--- config.mk ---
export PLATFORM = sky130hd
export DESIGN_NAME = usb_ep0_standard_request_responder_top_flat
export DESIGN_NICKNAME = d
export VERILOG_FILES = /design/src/sv/uep0_pkg.sv /design/src/sv/uep0_req_if.sv /design/src/sv/uep0_rsp_if.sv /design/src/sv/uep0_ram.sv /design/src/sv/usb_ep0_standard_request_responder_top.sv /design/src/flat_wrapper.sv
export SDC_FILE = /design/constraint.sdc
export NUM_CORES = 1
export LEC_CHECK = 0
export ABC_AREA = 1
export BUFFER_PORTS_ARGS = -buffer_cell sky130_fd_sc_hd__buf_4
export CAP_MARGIN = 20
export CORE_AREA = 3 3 357 359
export DETAILED_ROUTE_END_ITERATION = 7
export DIE_AREA = 0 0 360 362
export SYNTH_ARGS = -nofsm -noshare
export SYNTH_HDL_FRONTEND = slang
export SYNTH_SLANG_ARGS = --single-unit
--- constraint.sdc ---
create_clock -name clock -period 20.6 [get_ports clock]
set_input_delay 0 -clock clock [delete_from_list [all_inputs] [get_ports clock]]
set_output_delay 0 -clock clock [all_outputs]
set_load 0.01 [all_outputs]
--- src/sv/uep0_pkg.sv ---
// Shared types, codes and the fixed descriptor image for the endpoint 0 responder.
`default_nettype none
package uep0_pkg;

   typedef enum logic [1:0] {
      EV_SETUP    = 2'd0,
      EV_IN_READY = 2'd1,
      EV_BUS_RST  = 2'd2,
      EV_SOF      = 2'd3
   } ev_kind_type;

   typedef enum logic [1:0] {
      REQ_IDLE        = 2'd0,
      REQ_SET_ADDRESS = 2'd1,
      REQ_DESC_READ   = 2'd2,
      REQ_SET_CONFIG  = 2'd3
   } active_req_type;

   localparam logic [7:0] BREQ_SET_ADDRESS    = 8'd5;
   localparam logic [7:0] BREQ_DESC_READ      = 8'd6;
   localparam logic [7:0] BREQ_SET_CONFIG     = 8'd9;
   localparam logic [6:0] SETUP_PACKET_BYTES  = 7'd8;
   localparam logic [6:0] ADDR_MASK           = 7'h7f;

   localparam int ROM_BYTES   = 87;
   localparam int ROM_ENTRIES = 7;

   localparam logic [7:0] ROM_BYTE_TABLE [ROM_BYTES] = '{
      8'd18, 8'd1, 8'h10, 8'h00, 8'hFF, 8'hFF, 8'hFF, 8'd64, 8'h12, 8'h00, 8'h34, 8'h00,
      8'h78, 8'h56, 8'd5, 8'd1, 8'd2, 8'd1,
      8'd9, 8'd2, 8'd41, 8'd0, 8'd1, 8'd1, 8'd3, 8'h80, 8'd50,
      8'd9, 8'd4, 8'd0, 8'd0, 8'd0, 8'h02, 8'h02, 8'h00, 8'd4,
      8'd9, 8'd4, 8'd1, 8'd0, 8'd2, 8'h0A, 8'h00, 8'h00, 8'd4,
      8'd7, 8'd5, 8'h81, 8'd2, 8'd64, 8'd0, 8'd1,
      8'd7, 8'd5, 8'h02, 8'd2, 8'd64, 8'd0, 8'd1,
      8'd4, 8'd3, 8'h09, 8'h04,
      8'd6, 8'd3, 8'h6d, 8'd0, 8'h61, 8'd0,
      8'd6, 8'd3, 8'h70, 8'd0, 8'h72, 8'd0,
      8'd6, 8'd3, 8'h73, 8'd0, 8'h6e, 8'd0,
      8'd6, 8'd3, 8'h69, 8'd0, 8'h6e, 8'd0
   };

   localparam logic [15:0] ROM_KEY_TABLE [ROM_ENTRIES] = '{
      16'h0100, 16'h0200, 16'h0300, 16'h0301, 16'h0302, 16'h0303, 16'h0304
   };
   localparam logic [15:0] ROM_START_TABLE [ROM_ENTRIES] = '{
      16'd0, 16'd18, 16'd59, 16'd63, 16'd69, 16'd75, 16'd81
   };
   localparam logic [15:0] ROM_LEN_TABLE [ROM_ENTRIES] = '{
      16'd18, 16'd41, 16'd4, 16'd6, 16'd6, 16'd6, 16'd6
   };

   function automatic logic [7:0] rom_byte(input logic [15:0] idx);
      logic [7:0] b;
      b = 8'd0;
      if (idx < 16'(ROM_BYTES)) begin
         b = ROM_BYTE_TABLE[idx[6:0]];
      end
      return b;
   endfunction

   function automatic logic [15:0] rom_key(input logic [7:0] idx);
      logic [15:0] k;
      k = 16'd0;
      if (idx < 8'(ROM_ENTRIES)) begin
         k = ROM_KEY_TABLE[idx[2:0]];
      end
      return k;
   endfunction

   function automatic logic [15:0] rom_start(input logic [7:0] idx);
      logic [15:0] s;
      s = 16'd0;
      if (idx < 8'(ROM_ENTRIES)) begin
         s = ROM_START_TABLE[idx[2:0]];
      end
      return s;
   endfunction

   function automatic logic [15:0] rom_len(input logic [7:0] idx);
      logic [15:0] l;
      l = 16'd0;
      if (idx < 8'(ROM_ENTRIES)) begin
         l = ROM_LEN_TABLE[idx[2:0]];
      end
      return l;
   endfunction

endpackage
`default_nettype wire

--- src/sv/uep0_req_if.sv ---
// Event channel: valid/ready handshake with the endpoint 0 event fields.
`default_nettype none
interface uep0_req_if;
   logic        valid;
   logic        ready;
   logic [1:0]  req_type;
   logic [6:0]  setup_bytes;
   logic [7:0]  request_code;
   logic [15:0] request_value;
   logic [15:0] request_length;

   modport source (
      output valid, req_type, setup_bytes, request_code, request_value, request_length,
      input  ready
   );
   modport sink (
      input  valid, req_type, setup_bytes, request_code, request_value, request_length,
      output ready
   );
endinterface
`default_nettype wire

--- src/sv/uep0_rsp_if.sv ---
// Result channel: valid/ready handshake with packet byte and status fields.
`default_nettype none
interface uep0_rsp_if;
   logic        valid;
   logic        ready;
   logic [7:0]  data_byte;
   logic        byte_valid;
   logic        packet_sent;
   logic        last;
   logic [6:0]  device_address;
   logic        address_enabled;
   logic        configured;
   logic        transfer_active;
   logic [15:0] reset_count;
   logic [15:0] frame_count;

   modport source (
      output valid, data_byte, byte_valid, packet_sent, last, device_address,
             address_enabled, configured, transfer_active, reset_count, frame_count,
      input  ready
   );
   modport sink (
      input  valid, data_byte, byte_valid, packet_sent, last, device_address,
             address_enabled, configured, transfer_active, reset_count, frame_count,
      output ready
   );
endinterface
`default_nettype wire

--- src/sv/uep0_ram.sv ---
// Generic single-write, single-read RAM with registered read data.
`default_nettype none
module uep0_ram #(
   parameter int WIDTH = 8,
   parameter int DEPTH = 128
) (
   input  wire logic                     clock,
   input  wire logic                     wr_en,
   input  wire logic [$clog2(DEPTH)-1:0] wr_addr,
   input  wire logic [WIDTH-1:0]         wr_data,
   input  wire logic                     rd_en,
   input  wire logic [$clog2(DEPTH)-1:0] rd_addr,
   output      logic [WIDTH-1:0]         rd_data
);
   logic [WIDTH-1:0] store_ff [DEPTH];
   logic [WIDTH-1:0] rd_data_ff;

   always_ff @(posedge clock) begin
      if (wr_en) begin
         store_ff[wr_addr] <= wr_data;
      end
      if (rd_en) begin
         rd_data_ff <= store_ff[rd_addr];
      end
   end

   assign rd_data = rd_data_ff;
endmodule
`default_nettype wire

--- src/sv/usb_ep0_standard_request_responder_top.sv ---
// Top level of the USB endpoint 0 standard request responder.
//
// channel   dir  handshake          beat
// req_chan  in   valid/ready        one bus event
// rsp_chan  out  valid/ready        one packet byte or one status word
// csr       in   APB, pready high   usb_enabled at address 0
//
// After reset all DESC_STORE_BYTES bytes of the descriptor RAM are loaded from the fixed image,
// with no event beat taken. A descriptor request searches the table entries in order, up to
// the smaller of DESC_ENTRIES and ROM_ENTRIES, then runs like an IN packet. An IN packet passes
// through planning, RAM read, output register and drain; a zero-length packet goes straight
// to the output register. A stall on rsp_chan holds the output register and the RAM read stage.
`default_nettype none
module usb_ep0_standard_request_responder_top
   import uep0_pkg::*;
#(
   parameter int DESC_STORE_BYTES = 128,
   parameter int DESC_ENTRIES     = 8,
   parameter int PACKET_BYTES     = 64
) (
   input  wire logic        clock,
   input  wire logic        reset,
   uep0_req_if.sink         req_chan,
   uep0_rsp_if.source       rsp_chan,
   input  wire logic        psel,
   input  wire logic        penable,
   input  wire logic        pwrite,
   input  wire logic [2:0]  paddr,
   input  wire logic [31:0] pwdata,
   output      logic [31:0] prdata,
   output      logic        pready
);
   localparam int AW = $clog2(DESC_STORE_BYTES);
   localparam int PW = $clog2(DESC_STORE_BYTES + 1);
   localparam int NW = $clog2(PACKET_BYTES + 1);
   localparam int EW = (DESC_ENTRIES > 1) ? $clog2(DESC_ENTRIES) : 1;
   localparam int ENTRY_COUNT = (ROM_ENTRIES < DESC_ENTRIES) ? ROM_ENTRIES : DESC_ENTRIES;

   typedef enum logic [4:0] {
      S_LOAD   = 5'b00001,
      S_IDLE   = 5'b00010,
      S_SEARCH = 5'b00100,
      S_PLAN   = 5'b01000,
      S_STREAM = 5'b10000
   } state_type;

   state_type      state_ff, state_in;
   logic           enabled_ff, enabled_in;
   logic [AW-1:0]  load_idx_ff, load_idx_in;
   active_req_type active_ff, active_in;
   logic [6:0]     addr_ff, addr_in;
   logic           addr_on_ff, addr_on_in;
   logic           config_ff, config_in;
   logic [15:0]    bus_cnt_ff, bus_cnt_in;
   logic [15:0]    sof_cnt_ff, sof_cnt_in;
   logic [PW-1:0]  pointer_ff, pointer_in;
   logic [PW-1:0]  end_ff, end_in;
   logic [NW-1:0]  issue_left_ff, issue_left_in;
   logic           rd_pend_ff, rd_pend_in;
   logic           out_valid_ff, out_valid_in;

   logic [7:0]     out_data_ff, out_data_in;
   logic           out_bv_ff, out_bv_in;
   logic           out_pkt_ff, out_pkt_in;
   logic           out_last_ff, out_last_in;
   logic           rd_last_ff, rd_last_in;
   logic [PW-1:0]  rd_addr_ff, rd_addr_in;
   logic [EW-1:0]  search_idx_ff, search_idx_in;
   logic [15:0]    key_ff, key_in;
   logic [15:0]    wlen_ff, wlen_in;

   logic           csr_write;
   logic           req_fire;
   logic           out_free;
   logic           move;
   logic           issue;
   logic [7:0]     ram_rdata;
   logic [15:0]    ent_start;
   logic [15:0]    ent_len;
   logic [15:0]    ent_len_raw;
   logic [15:0]    eff_len;
   logic [15:0]    end_sum;
   logic [PW-1:0]  plan_rem;
   logic [NW-1:0]  plan_n;

   assign pready    = 1'b1;
   assign csr_write = psel && penable && pwrite && pready;
   assign prdata    = (paddr[2] == 1'b0) ? {31'd0, enabled_ff} : 32'd0;

   assign req_chan.ready = (state_ff == S_IDLE) && !out_valid_ff;
   assign req_fire       = req_chan.valid && req_chan.ready;

   assign out_free = !out_valid_ff || rsp_chan.ready;
   assign move     = (state_ff == S_STREAM) && rd_pend_ff && out_free;
   assign issue    = (state_ff == S_STREAM) && (issue_left_ff != '0) && (!rd_pend_ff || move);

   uep0_ram #(
      .WIDTH (8),
      .DEPTH (DESC_STORE_BYTES)
   ) u_desc_ram (
      .clock   (clock),
      .wr_en   (state_ff == S_LOAD),
      .wr_addr (load_idx_ff),
      .wr_data (rom_byte(16'(load_idx_ff))),
      .rd_en   (issue),
      .rd_addr (rd_addr_ff[AW-1:0]),
      .rd_data (ram_rdata)
   );

   always_comb begin
      ent_start = rom_start(8'(search_idx_ff));
      if (ent_start > 16'(DESC_STORE_BYTES)) begin
         ent_start = 16'(DESC_STORE_BYTES);
      end
      ent_len_raw = rom_len(8'(search_idx_ff));
      ent_len     = ent_len_raw;
      if (ent_start + ent_len_raw > 16'(DESC_STORE_BYTES)) begin
         ent_len = 16'(DESC_STORE_BYTES) - ent_start;
      end
      eff_len = (ent_len > wlen_ff) ? wlen_ff : ent_len;
      end_sum = ent_start + eff_len;
      plan_rem = end_ff - pointer_ff;
      plan_n   = (plan_rem > PW'(PACKET_BYTES)) ? NW'(PACKET_BYTES) : plan_rem[NW-1:0];
   end

   always_comb begin
      state_in      = state_ff;
      enabled_in    = enabled_ff;
      load_idx_in   = load_idx_ff;
      active_in     = active_ff;
      addr_in       = addr_ff;
      addr_on_in    = addr_on_ff;
      config_in     = config_ff;
      bus_cnt_in    = bus_cnt_ff;
      sof_cnt_in    = sof_cnt_ff;
      pointer_in    = pointer_ff;
      end_in        = end_ff;
      issue_left_in = issue_left_ff;
      rd_pend_in    = rd_pend_ff;
      out_valid_in  = out_valid_ff;
      out_data_in   = out_data_ff;
      out_bv_in     = out_bv_ff;
      out_pkt_in    = out_pkt_ff;
      out_last_in   = out_last_ff;
      rd_last_in    = rd_last_ff;
      rd_addr_in    = rd_addr_ff;
      search_idx_in = search_idx_ff;
      key_in        = key_ff;
      wlen_in       = wlen_ff;

      if (csr_write && (paddr[2] == 1'b0)) begin
         enabled_in = pwdata[0];
      end

      if (out_valid_ff && rsp_chan.ready) begin
         out_valid_in = 1'b0;
      end

      case (state_ff)
         S_LOAD: begin
            load_idx_in = load_idx_ff + AW'(1);
            if (load_idx_ff == AW'(DESC_STORE_BYTES - 1)) begin
               state_in = S_IDLE;
            end
         end
         S_IDLE: begin
            if (req_fire && enabled_ff) begin
               out_valid_in = 1'b1;
               out_data_in  = 8'd0;
               out_bv_in    = 1'b0;
               out_pkt_in   = 1'b0;
               out_last_in  = 1'b1;
               case (ev_kind_type'(req_chan.req_type))
                  EV_SETUP: begin
                     if (req_chan.setup_bytes == SETUP_PACKET_BYTES) begin
                        case (req_chan.request_code)
                           BREQ_SET_ADDRESS: begin
                              active_in  = REQ_SET_ADDRESS;
                              addr_in    = req_chan.request_value[6:0] & ADDR_MASK;
                              addr_on_in = 1'b0;
                           end
                           BREQ_DESC_READ: begin
                              active_in     = REQ_DESC_READ;
                              key_in        = req_chan.request_value;
                              wlen_in       = req_chan.request_length;
                              search_idx_in = '0;
                              out_valid_in  = 1'b0;
                              state_in      = S_SEARCH;
                           end
                           BREQ_SET_CONFIG: begin
                              active_in = REQ_SET_CONFIG;
                           end
                           default: begin
                              active_in = REQ_IDLE;
                           end
                        endcase
                     end
                  end
                  EV_IN_READY: begin
                     case (active_ff)
                        REQ_DESC_READ: begin
                           out_valid_in = 1'b0;
                           state_in     = S_PLAN;
                        end
                        REQ_SET_ADDRESS: begin
                           addr_on_in = 1'b1;
                           active_in  = REQ_IDLE;
                        end
                        REQ_SET_CONFIG: begin
                           config_in = 1'b1;
                           active_in = REQ_IDLE;
                        end
                        default: begin
                        end
                     endcase
                  end
                  EV_BUS_RST: begin
                     bus_cnt_in = bus_cnt_ff + 16'd1;
                  end
                  default: begin
                     sof_cnt_in = sof_cnt_ff + 16'd1;
                  end
               endcase
            end
         end
         S_SEARCH: begin
            if (rom_key(8'(search_idx_ff)) == key_ff) begin
               pointer_in = ent_start[PW-1:0];
               end_in     = end_sum[PW-1:0];
               state_in   = S_PLAN;
            end else if (search_idx_ff == EW'(ENTRY_COUNT - 1)) begin
               pointer_in = '0;
               end_in     = '0;
               state_in   = S_PLAN;
            end else begin
               search_idx_in = search_idx_ff + EW'(1);
            end
         end
         S_PLAN: begin
            if (plan_n < NW'(PACKET_BYTES)) begin
               active_in = REQ_IDLE;
            end
            if (plan_n == '0) begin
               out_valid_in = 1'b1;
               out_data_in  = 8'd0;
               out_bv_in    = 1'b0;
               out_pkt_in   = 1'b1;
               out_last_in  = 1'b1;
               state_in     = S_IDLE;
            end else begin
               rd_addr_in    = pointer_ff;
               issue_left_in = plan_n;
               pointer_in    = pointer_ff + PW'(plan_n);
               state_in      = S_STREAM;
            end
         end
         S_STREAM: begin
            if (move) begin
               out_valid_in = 1'b1;
               out_data_in  = ram_rdata;
               out_bv_in    = 1'b1;
               out_pkt_in   = 1'b1;
               out_last_in  = rd_last_ff;
               rd_pend_in   = 1'b0;
            end
            if (issue) begin
               rd_pend_in    = 1'b1;
               rd_last_in    = (issue_left_ff == NW'(1));
               rd_addr_in    = rd_addr_ff + PW'(1);
               issue_left_in = issue_left_ff - NW'(1);
            end
            if ((issue_left_ff == '0) && !rd_pend_ff) begin
               state_in = S_IDLE;
            end
         end
         default: begin
            state_in = S_IDLE;
         end
      endcase
   end

   always_ff @(posedge clock) begin
      if (reset) begin
         state_ff      <= S_LOAD;
         enabled_ff    <= 1'b0;
         load_idx_ff   <= '0;
         active_ff     <= REQ_IDLE;
         addr_ff       <= '0;
         addr_on_ff    <= 1'b0;
         config_ff     <= 1'b0;
         bus_cnt_ff    <= '0;
         sof_cnt_ff    <= '0;
         pointer_ff    <= '0;
         end_ff        <= '0;
         issue_left_ff <= '0;
         rd_pend_ff    <= 1'b0;
         out_valid_ff  <= 1'b0;
      end else begin
         state_ff      <= state_in;
         enabled_ff    <= enabled_in;
         load_idx_ff   <= load_idx_in;
         active_ff     <= active_in;
         addr_ff       <= addr_in;
         addr_on_ff    <= addr_on_in;
         config_ff     <= config_in;
         bus_cnt_ff    <= bus_cnt_in;
         sof_cnt_ff    <= sof_cnt_in;
         pointer_ff    <= pointer_in;
         end_ff        <= end_in;
         issue_left_ff <= issue_left_in;
         rd_pend_ff    <= rd_pend_in;
         out_valid_ff  <= out_valid_in;
      end
   end

   always_ff @(posedge clock) begin
      out_data_ff   <= out_data_in;
      out_bv_ff     <= out_bv_in;
      out_pkt_ff    <= out_pkt_in;
      out_last_ff   <= out_last_in;
      rd_last_ff    <= rd_last_in;
      rd_addr_ff    <= rd_addr_in;
      search_idx_ff <= search_idx_in;
      key_ff        <= key_in;
      wlen_ff       <= wlen_in;
   end

   assign rsp_chan.valid           = out_valid_ff;
   assign rsp_chan.data_byte       = out_data_ff;
   assign rsp_chan.byte_valid      = out_bv_ff;
   assign rsp_chan.packet_sent     = out_pkt_ff;
   assign rsp_chan.last            = out_last_ff;
   assign rsp_chan.device_address  = addr_ff;
   assign rsp_chan.address_enabled = addr_on_ff;
   assign rsp_chan.configured      = config_ff;
   assign rsp_chan.transfer_active = (active_ff != REQ_IDLE);
   assign rsp_chan.reset_count     = bus_cnt_ff;
   assign rsp_chan.frame_count     = sof_cnt_ff;

   a_no_accept_while_beat_waits: assert property (
      @(posedge clock) disable iff (reset) rsp_chan.valid |-> !req_chan.ready
   ) else $error("event beat accepted while a result beat waits");

   a_no_result_during_load: assert property (
      @(posedge clock) disable iff (reset) (state_ff == S_LOAD) |-> !rsp_chan.valid
   ) else $error("result beat during descriptor load");

   a_issue_fills_read_stage: assert property (
      @(posedge clock) disable iff (reset) issue |=> rd_pend_ff
   ) else $error("RAM read issued without holding its data");

   a_stream_drains_to_idle: assert property (
      @(posedge clock) disable iff (reset)
         (state_ff == S_STREAM) && (issue_left_ff == '0) && !rd_pend_ff |=> (state_ff == S_IDLE)
   ) else $error("stream did not return to idle after last byte");

endmodule
`default_nettype wire
--- src/flat_wrapper.sv ---
// flat-port wrapper written by rule: the top's interface ports become plain ports
module usb_ep0_standard_request_responder_top_flat import uep0_pkg::*;
#(
   parameter int DESC_STORE_BYTES = 128,
   parameter int DESC_ENTRIES     = 8,
   parameter int PACKET_BYTES     = 64
)
  (clock, reset, psel, penable, pwrite, paddr, pwdata, prdata, pready, req_chan_valid, req_chan_req_type, req_chan_setup_bytes, req_chan_request_code, req_chan_request_value, req_chan_request_length, req_chan_ready, rsp_chan_valid, rsp_chan_data_byte, rsp_chan_byte_valid, rsp_chan_packet_sent, rsp_chan_last, rsp_chan_device_address, rsp_chan_address_enabled, rsp_chan_configured, rsp_chan_transfer_active, rsp_chan_reset_count, rsp_chan_frame_count, rsp_chan_ready);
  uep0_req_if req_chan_i ();
  uep0_rsp_if rsp_chan_i ();
  input  wire logic clock;
  input  wire logic reset;
  input  wire logic psel;
  input  wire logic penable;
  input  wire logic pwrite;
  input  wire logic [2:0] paddr;
  input  wire logic [31:0] pwdata;
  output      logic [31:0] prdata;
  output      logic pready;
  input wire logic [$bits(req_chan_i.valid)-1:0] req_chan_valid;
  input wire logic [$bits(req_chan_i.req_type)-1:0] req_chan_req_type;
  input wire logic [$bits(req_chan_i.setup_bytes)-1:0] req_chan_setup_bytes;
  input wire logic [$bits(req_chan_i.request_code)-1:0] req_chan_request_code;
  input wire logic [$bits(req_chan_i.request_value)-1:0] req_chan_request_value;
  input wire logic [$bits(req_chan_i.request_length)-1:0] req_chan_request_length;
  output wire logic [$bits(req_chan_i.ready)-1:0] req_chan_ready;
  output wire logic [$bits(rsp_chan_i.valid)-1:0] rsp_chan_valid;
  output wire logic [$bits(rsp_chan_i.data_byte)-1:0] rsp_chan_data_byte;
  output wire logic [$bits(rsp_chan_i.byte_valid)-1:0] rsp_chan_byte_valid;
  output wire logic [$bits(rsp_chan_i.packet_sent)-1:0] rsp_chan_packet_sent;
  output wire logic [$bits(rsp_chan_i.last)-1:0] rsp_chan_last;
  output wire logic [$bits(rsp_chan_i.device_address)-1:0] rsp_chan_device_address;
  output wire logic [$bits(rsp_chan_i.address_enabled)-1:0] rsp_chan_address_enabled;
  output wire logic [$bits(rsp_chan_i.configured)-1:0] rsp_chan_configured;
  output wire logic [$bits(rsp_chan_i.transfer_active)-1:0] rsp_chan_transfer_active;
  output wire logic [$bits(rsp_chan_i.reset_count)-1:0] rsp_chan_reset_count;
  output wire logic [$bits(rsp_chan_i.frame_count)-1:0] rsp_chan_frame_count;
  input wire logic [$bits(rsp_chan_i.ready)-1:0] rsp_chan_ready;
  assign req_chan_i.valid = req_chan_valid;
  assign req_chan_i.req_type = req_chan_req_type;
  assign req_chan_i.setup_bytes = req_chan_setup_bytes;
  assign req_chan_i.request_code = req_chan_request_code;
  assign req_chan_i.request_value = req_chan_request_value;
  assign req_chan_i.request_length = req_chan_request_length;
  assign req_chan_ready = req_chan_i.ready;
  assign rsp_chan_valid = rsp_chan_i.valid;
  assign rsp_chan_data_byte = rsp_chan_i.data_byte;
  assign rsp_chan_byte_valid = rsp_chan_i.byte_valid;
  assign rsp_chan_packet_sent = rsp_chan_i.packet_sent;
  assign rsp_chan_last = rsp_chan_i.last;
  assign rsp_chan_device_address = rsp_chan_i.device_address;
  assign rsp_chan_address_enabled = rsp_chan_i.address_enabled;
  assign rsp_chan_configured = rsp_chan_i.configured;
  assign rsp_chan_transfer_active = rsp_chan_i.transfer_active;
  assign rsp_chan_reset_count = rsp_chan_i.reset_count;
  assign rsp_chan_frame_count = rsp_chan_i.frame_count;
  assign rsp_chan_i.ready = rsp_chan_ready;
  usb_ep0_standard_request_responder_top #(.DESC_STORE_BYTES(DESC_STORE_BYTES), .DESC_ENTRIES(DESC_ENTRIES), .PACKET_BYTES(PACKET_BYTES)) u_core (.clock(clock), .reset(reset), .req_chan(req_chan_i), .rsp_chan(rsp_chan_i), .psel(psel), .penable(penable), .pwrite(pwrite), .paddr(paddr), .pwdata(pwdata), .prdata(prdata), .pready(pready));
endmodule
==> reports/qor.csv <==
stage;metric;value;unit
critical_path;launching element type of the critical path;flip-flop;
critical_path;crit path max fanout;11;
clock_network;Clk Latency, worst-skew pair;0.70;ns
detailed_routing;routed len/inst;21.22;um
grt;Congestion Overflow GR;0;
detailed_routing;Final ANT Viol Nets;0;
yosys;fraction of registers with async set/reset;0;%
yosys;count of cell types in the netlist;53;
yosys;syn avg cell area;11.30;um^2
yosys;Synth warnings;0;
layout;layout cell share with drive strength beyond 1;8.675;%
timing;Slew @ Worst Pin;1.080;ns
clock_network;clk slew on worst S/H paths;0.05;ns
pwr;power per cell area;98.05;mW/mm^2
timing;RSZ-0062 raised after global routing;no;
critical_path;CP required;21.18;ns
floorplan;die width;360;um
pwr;Pint;4188;uW
pwr;total power;5555;uW
yosys;sequential area share after synthesis;68.90;%
placed_design;Placer Congestion;0.9002;
timing;f_max;0.1701;GHz
timing;Fin Clk Skew;0.02617;ns
yosys;commonest cells in the netlist;edfxtp_1, nor2_1, o21ai_0;
floorplan;num rows;129;
layout;Nets;4659;
run;Max Cap Viol;0;
detailed_routing;Iteration-0 DRC Markers;3241;
yosys;top-count cell post-synth;edfxtp_1;
clock_network;CTS buffer count;117;
critical_path;Top Family by Delay on Critical Path;simple AND/OR/NAND/NOR gates;
critical_path;Bufs and invs on worst path;8;
grt;GRT Util Overall;19.68;%
critical_path;CP max-delay cell;edfxtp_1;
grt;global-route wire length before repair;198700;um
pwr;Psw;1366;uW
floorplan;Die H;362;um
timing;period utilization;28.54;%
yosys;post-synthesis cell area;0.04968;mm^2
floorplan;core area;0.1241;mm^2
yosys;share of the synthesized area in the top cell type;65.64;%
detailed_routing;total number of vias;34210;
floorplan;I/O Pins;179;
layout;Area Growth Syn to Fin;14.03;%
placed_design;DP HPWL;75840;um
yosys;largest area contributor in the netlist;edfxtp_1;
critical_path;most used cell, CP;nand2_1;
pwr;Switching Fraction;24.60;%
timing;clock period minus worst slack;5.880;ns
pwr;static leakage;0.01900;uW
placed_design;Buffers on Ports;113;
yosys;Synth Register Bits;1167;
critical_path;Critical Path AT;6.46;ns
clock_network;Clock Sinks;1167;
floorplan;Starting Density;40.03;%
grt;largest net degree at the start of global routing;153;
grt;antenna violations before repair;0;
yosys;Mapped Cells;4397;
detailed_routing;DRC viols;0;
critical_path;WS Path Type;flip-flop to flip-flop;
floorplan;die area;0.1303;mm^2
clock_network;Bufs on Longest Clock Path;3;
timing;worst rel slew slack;28.01;%
clock_network;CTS tree;built;
grt;vias in the first global route;32070;
pwr;Gate power share;9.7;%
pwr;Max IR drop VDD;0.07075;mV
yosys;ranking of synthesized cells by area;edfxtp_1, o21ai_0, nor2_1;
hold_path;Hold Path Class;input pin to flip-flop;
detailed_routing;number of vias per cell;5.473;
timing;Setup-failing EPs final;0;
clock_network;CTS resizes;0;
timing;Max Slew Vio Count;0;
detailed_routing;First-pass DRT Iterations;5;
detailed_routing;WL final;132600;um
timing;final hold violation count;0;
pwr;clock share of power;38.1;%
yosys;ys flop type;edfxtp_1;
pwr;Seq pwr share;52.3;%
clock_network;H-tree depth;3;
yosys;EDFF count, synth;1086;
status;status;complete, no violations;
critical_path;Crit path largest cell delay;0.54;ns
timing;Post-Route Setup TNS;0;ns
clock_network;clock root buffer;clkbuf_16;
critical_path;crit end category;flip-flop;
power groups by stage:
stage	logic (uW)	registers [uW]	clock network, uW
2_1_floorplan	239	3050	0
3_3_place_gp	507	2950	0
3_5_place_dp	516	2960	0
4_1_cts	527	2900	2150
5_1_grt	575	2910	2240
6_report	537	2900	2110
per-layer routing:
layer  vias up  track usage (%)  share of wire, %  routed length, um
met5         -                0                 0                  0
met4         0            5.597               2.6               3469
met3       219            3.688               7.8              10320
met2      1317            31.35                46              61430
met1     16670            27.63                43              57380
li1      16000                -                 -                  -
cells in the final DEF, fill, tap and decap left out, types with 5 or more instances in the layout:
cell and instances:
a21oi_1 83, buf_4 164, bufinv_16 12, clkbuf_1 22
clkbuf_16 119, clkinv_1 33, clkinv_2 27, clkinvlp_4 5
conb_1 33, dfxtp_1 81, dlygate4sd3_1 82, edfxtp_1 1086
ha_1 53, inv_1 193, inv_2 8, nand2_1 336
nand2_2 15, nand3_1 105, nand3b_1 6, nand4_1 26
nor2_1 921, nor2_4 7, nor3_1 28, nor4_1 8
o211ai_1 10, o21a_1 7, o21ai_0 705, o21ai_1 27
o221ai_1 5, o22ai_1 313, xnor2_1 9, xor2_1 11
worst min-delay path, delay by kind of cell:
kind                   cells  cell delay, ns
AO/OA/AOI/OAI              1            0.16
buffers and inverters      2            0.15
AND/OR/NAND/NOR            5            0.42
cell families (layout without fill, tap and decap cells):
| kind of cell | after synthesis | after routing | synth area share, % |
|---|---|---|---|
| and+or+nand+nor | 1480 | 1480 | 12.21 |
| AOI/OAI and AO/OA | 1175 | 1175 | 12.91 |
| DFF | 1167 | 1167 | 68.90 |
| buffers and inverters | 496 | 679 | 4.113 |
| adders and majority gates | 57 | 57 | 1.496 |
| xor gates and xnor gates | 20 | 20 | 0.3526 |
| other | 2 | 35 | 0.01512 |
state kept, by name, summed over array words and instances (netlist names), 2 cells and up, named ones only:
signal / cells
u_core.issue_left_ff: 7
u_core.key_ff: 16
u_core.search_idx_ff: 3
u_core.state_ff: 5
u_core.rsp_chan.reset_count: 16
u_core.pointer_ff: 7
u_core.rd_addr_ff: 7
u_core.end_ff: 8
u_core.rsp_chan.data_byte: 8
u_core.active_ff: 2
u_core.u_desc_ram.rd_data: 8
u_core.load_idx_ff: 7
u_core.rsp_chan.frame_count: 16
u_core.u_desc_ram.store_ff: 1024
u_core.wlen_ff: 16
u_core.rsp_chan.device_address: 7
repair_timing:
item                                   in CTS  in global routing
hold buffers                               82                  0
setup buffers                               0                  0
setup endpoints to repair                   0                  0
endpoints found under the hold margin     119                  0
layout make-up:
| cell class | count | area, um^2 |
|---|---|---|
| inverters | 210 | 805.8 |
| multi-input cells | 2765 | 13640 |
| diodes | 2 | 5.005 |
| flip-flops and latches | 1167 | 34230 |
| repair buffers | 250 | 2131 |
| clock inverters | 76 | 700.7 |
| well taps | 1637 | 2048 |
| clock buffers | 143 | 3088 |
| fillers | 11270 | 67470 |
path summary, 6_finish.rpt:
check	startpoint	to	slack, ns	cells past startpoint
worst min-delay path	req_chan_setup_bytes[4]	u_core.rsp_chan.device_address[0]$_SDFFE_PP0P_	0.08	8
worst max register to register	u_core.search_idx_ff[2]$_SDFFCE_PN0P_	u_core.end_ff[6]$_SDFFE_PP0P_	14.72	36
worst max-delay path	u_core.search_idx_ff[2]$_SDFFCE_PN0P_	u_core.end_ff[6]$_SDFFE_PP0P_	14.72	36
worst min register to register	u_core.rsp_chan.configured$_SDFFE_PP0P_	u_core.rsp_chan.configured$_SDFFE_PP0P_	0.46	2
per-stage QoR:
step	hold WS (ns)	std cells	instance area [um^2]	utilization [%]	setup slack (ns)
after floorplan	0.04753	4428	49800	-	5.714
after global placement	0.1786	5944	51990	41.89	14.74
after detailed placement	0.1794	5946	52010	41.90	14.70
after CTS	0.02966	6247	56620	45.62	14.69
after global routing	0.07426	6248	56650	45.64	14.03
final	0.08300	6250	56650	45.64	14.72
Note: power is estimated with default switching activity, not from simulation.
